**src/sv/ntc_pkg.sv**
```systemverilog
package ntc_pkg;

	localparam int CHAR_W = 8;
	localparam int KIND_W = 2;
	localparam int FRAC_W = 8;

	typedef enum logic [KIND_W-1:0] {
		KIND_TEXT = 2'd0,
		KIND_INT  = 2'd1,
		KIND_REAL = 2'd2
	} kind_t;

	typedef struct packed {
		kind_t              kind;
		logic [FRAC_W-1:0] frac_digits;
	} ntc_result_t;

	localparam logic [CHAR_W-1:0] CH_PLUS  = 8'h2B;
	localparam logic [CHAR_W-1:0] CH_MINUS = 8'h2D;
	localparam logic [CHAR_W-1:0] CH_POINT = 8'h2E;
	localparam logic [CHAR_W-1:0] CH_EXP_U = 8'h45;
	localparam logic [CHAR_W-1:0] CH_EXP_L = 8'h65;
	localparam logic [CHAR_W-1:0] CH_ZERO  = 8'h30;
	localparam logic [CHAR_W-1:0] CH_NINE  = 8'h39;
	localparam logic [CHAR_W-1:0] CH_TAB   = 8'h09;
	localparam logic [CHAR_W-1:0] CH_CR    = 8'h0D;
	localparam logic [CHAR_W-1:0] CH_SPACE = 8'h20;

endpackage

```
**src/sv/ntc_scan.sv**
```systemverilog
module ntc_scan (
	input  logic                       clk,
	input  logic                       arst_n,
	input  logic                       step,
	input  logic [ntc_pkg::CHAR_W-1:0] char_code,
	input  logic                       last_char,
	output ntc_pkg::ntc_result_t       res
);
	import ntc_pkg::*;

	typedef enum logic [3:0] {
		ST_INIT      = 4'd0,
		ST_SIGN      = 4'd1,
		ST_POINT     = 4'd2,
		ST_INT       = 4'd3,
		ST_FRAC      = 4'd4,
		ST_EXP       = 4'd5,
		ST_INT_END   = 4'd6,
		ST_FRAC_END  = 4'd7,
		ST_EXP_SIGN  = 4'd8,
		ST_EXP_DIG   = 4'd9,
		ST_EXP_END   = 4'd10,
		ST_REJECT    = 4'd11
	} state_t;

	state_t            state_q;
	state_t            state_nx;
	logic [FRAC_W-1:0] count_q;
	logic [FRAC_W-1:0] count_nx;
	logic              is_sign;
	logic              is_exp;
	logic              is_point;
	logic              is_digit;
	logic              is_space;

	assign is_sign  = (char_code == CH_PLUS) || (char_code == CH_MINUS);
	assign is_exp   = (char_code == CH_EXP_U) || (char_code == CH_EXP_L);
	assign is_point = (char_code == CH_POINT);
	assign is_digit = (char_code >= CH_ZERO) && (char_code <= CH_NINE);
	assign is_space = (char_code == CH_SPACE) ||
	                  ((char_code >= CH_TAB) && (char_code <= CH_CR));

	always_comb begin
		state_nx = ST_REJECT;
		unique case (state_q)
			ST_INIT: begin
				if (is_sign) state_nx = ST_SIGN;
				else if (is_point) state_nx = ST_POINT;
				else if (is_digit) state_nx = ST_INT;
				else if (is_space) state_nx = ST_INIT;
			end
			ST_SIGN: begin
				if (is_point) state_nx = ST_POINT;
				else if (is_digit) state_nx = ST_INT;
			end
			ST_POINT: begin
				if (is_digit) state_nx = ST_FRAC;
			end
			ST_INT: begin
				if (is_exp) state_nx = ST_EXP;
				else if (is_point) state_nx = ST_FRAC;
				else if (is_digit) state_nx = ST_INT;
				else if (is_space) state_nx = ST_INT_END;
			end
			ST_FRAC: begin
				if (is_exp) state_nx = ST_EXP;
				else if (is_digit) state_nx = ST_FRAC;
				else if (is_space) state_nx = ST_FRAC_END;
			end
			ST_EXP: begin
				if (is_sign) state_nx = ST_EXP_SIGN;
				else if (is_digit) state_nx = ST_EXP_DIG;
			end
			ST_INT_END: begin
				if (is_space) state_nx = ST_INT_END;
			end
			ST_FRAC_END: begin
				if (is_space) state_nx = ST_FRAC_END;
			end
			ST_EXP_SIGN: begin
				if (is_digit) state_nx = ST_EXP_DIG;
			end
			ST_EXP_DIG: begin
				if (is_digit) state_nx = ST_EXP_DIG;
				else if (is_space) state_nx = ST_EXP_END;
			end
			ST_EXP_END: begin
				if (is_space) state_nx = ST_EXP_END;
			end
			default: state_nx = ST_REJECT;
		endcase
	end

	assign count_nx = ((state_nx == ST_FRAC) && is_digit && (count_q != {FRAC_W{1'b1}})) ?
	                  count_q + 1'b1 : count_q;

	always_comb begin
		res.kind        = KIND_TEXT;
		res.frac_digits = '0;
		unique case (state_nx)
			ST_INT, ST_INT_END: res.kind = KIND_INT;
			ST_FRAC, ST_FRAC_END, ST_EXP_DIG, ST_EXP_END: begin
				res.kind        = KIND_REAL;
				res.frac_digits = count_nx;
			end
			default: res.kind = KIND_TEXT;
		endcase
	end

	always_ff @(posedge clk or negedge arst_n) begin
		if (!arst_n) begin
			state_q <= ST_INIT;
			count_q <= '0;
		end else if (step) begin
			if (last_char) begin
				state_q <= ST_INIT;
				count_q <= '0;
			end else begin
				state_q <= state_nx;
				count_q <= count_nx;
			end
		end
	end

endmodule

```
**src/sv/numeric_token_classifier.sv**
```systemverilog
// A token's last character passes the input stage, then its result is registered in the output register and offered.
// Throughput: one character per cycle; in_ready drops only while a finished
// result waits in the output register and the next staged character also ends a token.
// Reset (arst_n low, asynchronous): recognizer to initial state, fraction count
// to zero, input and output stages empty.
module numeric_token_classifier (
	input  logic                       clk,
	input  logic                       arst_n,
	input  logic                       in_valid,
	output logic                       in_ready,
	input  logic [ntc_pkg::CHAR_W-1:0] char_code,
	input  logic                       last_char,
	output logic                       out_valid,
	input  logic                       out_ready,
	output logic [ntc_pkg::KIND_W-1:0] kind,
	output logic [ntc_pkg::FRAC_W-1:0] frac_digits
);
	import ntc_pkg::*;

	logic              valid_s1;
	logic [CHAR_W-1:0] char_s1;
	logic              last_s1;
	logic              step;
	logic              out_valid_q;
	ntc_result_t       res;
	ntc_result_t       res_q;

	// a staged token end may move only when the output slot is free or freeing
	assign step     = valid_s1 && (!last_s1 || !out_valid_q || out_ready);
	assign in_ready = !valid_s1 || step;

	always_ff @(posedge clk or negedge arst_n) begin
		if (!arst_n) begin
			valid_s1 <= 1'b0;
		end else if (in_ready) begin
			valid_s1 <= in_valid;
		end
	end

	always_ff @(posedge clk) begin
		if (in_ready && in_valid) begin
			char_s1 <= char_code;
			last_s1 <= last_char;
		end
	end

	ntc_scan u_scan (
		.clk       (clk),
		.arst_n    (arst_n),
		.step      (step),
		.char_code (char_s1),
		.last_char (last_s1),
		.res       (res)
	);

	always_ff @(posedge clk or negedge arst_n) begin
		if (!arst_n) begin
			out_valid_q <= 1'b0;
		end else if (step && last_s1) begin
			out_valid_q <= 1'b1;
		end else if (out_ready) begin
			out_valid_q <= 1'b0;
		end
	end

	always_ff @(posedge clk) begin
		if (step && last_s1) begin
			res_q <= res;
		end
	end

	assign out_valid   = out_valid_q;
	assign kind        = res_q.kind;
	assign frac_digits = res_q.frac_digits;

endmodule

```
**config.mk**
```make
export PLATFORM = sky130hd
export DESIGN_NAME = numeric_token_classifier
export DESIGN_NICKNAME = d
export VERILOG_FILES = /design/src/sv/ntc_pkg.sv /design/src/sv/ntc_scan.sv /design/src/sv/numeric_token_classifier.sv
export SDC_FILE = /design/constraint.sdc
export NUM_CORES = 1
export LEC_CHECK = 0
export BUFFER_PORTS_ARGS = -buffer_cell sky130_fd_sc_hd__buf_2
export CAP_MARGIN = 20
export CORE_MARGIN = 3
export CORE_UTILIZATION = 40
export CTS_CLUSTER_SIZE = 12
export DETAILED_ROUTE_END_ITERATION = 8
export PLACE_DENSITY_LB_ADDON = 0.25
export SYNTH_ARGS = -nofsm -noshare
export SYNTH_HDL_FRONTEND = slang
export SYNTH_SLANG_ARGS = --single-unit
```
**constraint.sdc**
```tcl
create_clock -name clk -period 7.9 [get_ports clk]
set_clock_uncertainty 0.15 [all_clocks]
set_input_delay 0.79 -clock clk [delete_from_list [all_inputs] [get_ports clk]]
set_output_delay 0.79 -clock clk [all_outputs]
set_load 0.005 [all_outputs]
```
==> summary.md <==
| Metric | Value |
|---|---|
| F_max | 0.306 GHz |
| Initial Utilization | 0.420 |
| Setup slack, reg-to-reg | 4630 ps |
| 1st-iter DRT viols | 64 |
| Worst Hold Class | input pin to asynchronous set/reset pin |
| DP Worst Slack | 4630 ps |
| Pwr/cell area | 256 nW/µm² |
| Area leader, netlist | edfxtp_1 |
| Worst Reg-to-Reg Cells | 7 |
| Inserted Diodes | 0 |
| Post-synth cell types | 62 |
| First-pass GRT wire length | 6860 µm |
| Gr ovfl total | 0 |
| Clk pin slew, worst setup/hold paths | 70 ps |
| Number of flops mapped to enable cells by yosys | 19 |
| Initial antenna violation count | 0 |
| DRC | 0 |
| Max Cap Viol | 0 |
| Final hold violations | 0 |
| R2R Path Start | char_s1[3] |
| Setup ws final | 4630 ps |
| Post-Route WL | 3950 µm |
| Yosys top cell area share | 0.284 |
| Routed len/inst | 13.8 µm |
| Critical-path maximum fanout | 18 |
| Critical path arrival | 3130 ps |
| Pin count of the biggest net entering global routing | 19 |
| Final GP Congestion | 0.804 |
| Req. time, crit path | 7760 ps |
| Final Setup Violations | 0 |
| Via-to-Cell Ratio | 5.55 |
| Leakage power | 0.853 nW |
| Die Height | 76.9 µm |
| CTS buffer count | 5 |
| Startpoint Class | flop |
| Cell count after placement | 278 |
| Post-CTS Hold Buffers | 0 |
| CTS resizes | 0 |
| Layout cell share with drive strength beyond 1 | 0.215 |
| Vias in the first global route | 1449 |
| Status | finished clean |
| CP Class | flop to flop |
| Area of the multi-input gates | 1040 µm² |
| RSZ-0062 raised after global routing | false |
| IO Port Bufs | 24 |
| # Post-CTS Setup Buffers | 0 |
| Fin area | 2270 µm² |
| Final Max Slew Viols | 0 |
| First-pass DRT Iterations | 4 |
| CTS tree | yes |
| Net Count, Synth | 208 |
| Worst Setup End Kind | flop |
| Clock Path Buffers | 2 |
| Fraction of registers with async set/reset | 0.424 |
| Fillers | 457 |
| GRT Total Usage | 0.142 |
| Clock period minus worst slack | 3270 ps |
| Die ar. | 5910 µm² |
| Antenna-violating nets left | 0 |
| Detailed placer's ending HPWL | 2930 µm |
| Setup TNS | 0 ps |
| Syn avg cell area | 10.4 µm² |
| Slew headroom | 0.372 |
| Reg2reg end | frac_digits[7] |
| Mapped Cells | 194 |
| Synth Register Bits | 33 |
| Post-route insts no fill | 286 |
| Register area | 921 µm² |
| YS warnings | 0 |
| Peak supply drop | 0.136 mV |
| CTS Sinks | 33 |
| Clk_lat worst skew | 280 ps |
| Main synth FF type | edfxtp_1 |
| Die width | 76.9 µm |
| Core area | 4790 µm² |
| Dpl cell area | 2180 µm² |
| Ports | 25 |
| Seq/Total Area, Yosys | 0.459 |
| Mapped cell area | 2010 µm² |
| Area Growth Syn to Fin | 13.0% |
| Fin nets | 232 |
| Worst Tran Pin Value | 939 ps |
| H-Tree Depth | 2 |
| Via Count | 1586 |
| CTS Root Cell | clkbuf_8 |
| Synth top area cells | edfxtp_1, dfrtp_1, a31oi_1, o21ai_0, nand2_1 |
| Row Count | 25 |
| Tcrit/Tclk final | 0.414 |
==> worst max-delay path, cell delays in order, from the launching register on <==
cell and delay [ps]:
edfxtp_1 490, or4b_1 550, a211o_1 280, nand2_1 140, o211a_1 500, xnor2_1 210, nor3b_2 560, nor3_1 130
==> logic make-up after synthesis <==
family,Yosys count,share of synthesized area
AND/OR/NAND/NOR,77,0.236
AO/OA/AOI/OAI,60,0.223
flip-flops,33,0.459
buffers and inverters,12,0.0237
XOR/XNOR,8,0.0349
multiplexers,3,0.0174
adder cells (fa/ha/maj),1,0.00623
==> power by group <==
part / internal (mW) / total (mW) / switching, mW
clock network: 0.0608 / 0.125 / 0.0638
registers: 0.203 / 0.230 / 0.0270
logic: 0.0871 / 0.226 / 0.139
total: 0.351 / 0.581 / 0.230
==> through the flow <==
| step | util | power (mW) | hold slack (ps) |
|---|---|---|---|
| floorplan | - | 0.417 | 344 |
| global placement | 0.456 | 0.459 | 374 |
| detailed placement | 0.456 | 0.457 | 377 |
| CTS | 0.474 | 0.583 | 259 |
| global route | 0.474 | 0.617 | 267 |
| finish | 0.474 | 0.581 | 248 |
==> layout make-up <==
type,instances,share of cell area
clock buffers,5,0.0303
clock inverters,3,0.00772
inverters,5,0.00827
multi-input cells,149,0.458
flip-flops and latches,33,0.406
well taps,67,0.0369
repair buffers,24,0.0529
==> registers in the layout, indices dropped and copies added (netlist names) <==
| register | count |
|---|---|
| valid_s1 | 1 |
| kind | 2 |
| frac_digits | 8 |
| out_valid | 1 |
| u_scan.count_q | 8 |
| char_s1 | 8 |
| last_s1 | 1 |
| u_scan.state_q | 4 |
==> how the worst max path moves through the flow <==
stage               depth (start not counted)        endpoint  startpoint  slack (ps)
floorplan                                   7  frac_digits[2]  char_s1[3]        5030
global placement                            7  frac_digits[7]  char_s1[3]        4670
detailed placement                          7  frac_digits[7]  char_s1[3]        4630
CTS                                         7  frac_digits[7]  char_s1[3]        4630
global route                                7  frac_digits[2]  char_s1[7]        4390
finish                                      7  frac_digits[7]  char_s1[3]        4630
==> synth_stat cells, drive strengths merged, types with 6 or more instances <==
cell,count
a31oi,8
and2,8
dfrtp,14
edfxtp,19
nand2,13
nand2b,6
nand3,9
nor2,10
nor3,8
o21ai,16
==> routing by layer <==
layer,vias to the layer above,wire length [µm],track usage,share of wire
met4,0,29,0.0543,0.0073
li1,798,-,-,-
met1,731,1940,0.200,0.49
met2,55,1750,0.210,0.44
met5,-,0,0,0
met3,2,236,0.0329,0.060
==> layout by cell type (no fill, tap or decap), types with 4 or more instances in the layout <==
cell type,synthesis,layout
inv_1,5,5
buf_2,2,24
o31ai_1,5,5
a21oi_1,4,4
nor3_1,5,5
nand3_1,9,9
dfrtp_1,14,14
o21ai_0,10,10
edfxtp_1,19,19
clkbuf_8,0,5
o21ai_1,5,5
nand2b_1,6,6
nor2_1,9,9
and2_1,6,6
nand2_1,13,13
a31oi_1,8,8
xor2_1,5,5
and3_1,5,5
Note: power is estimated with default switching activity, not from simulation.
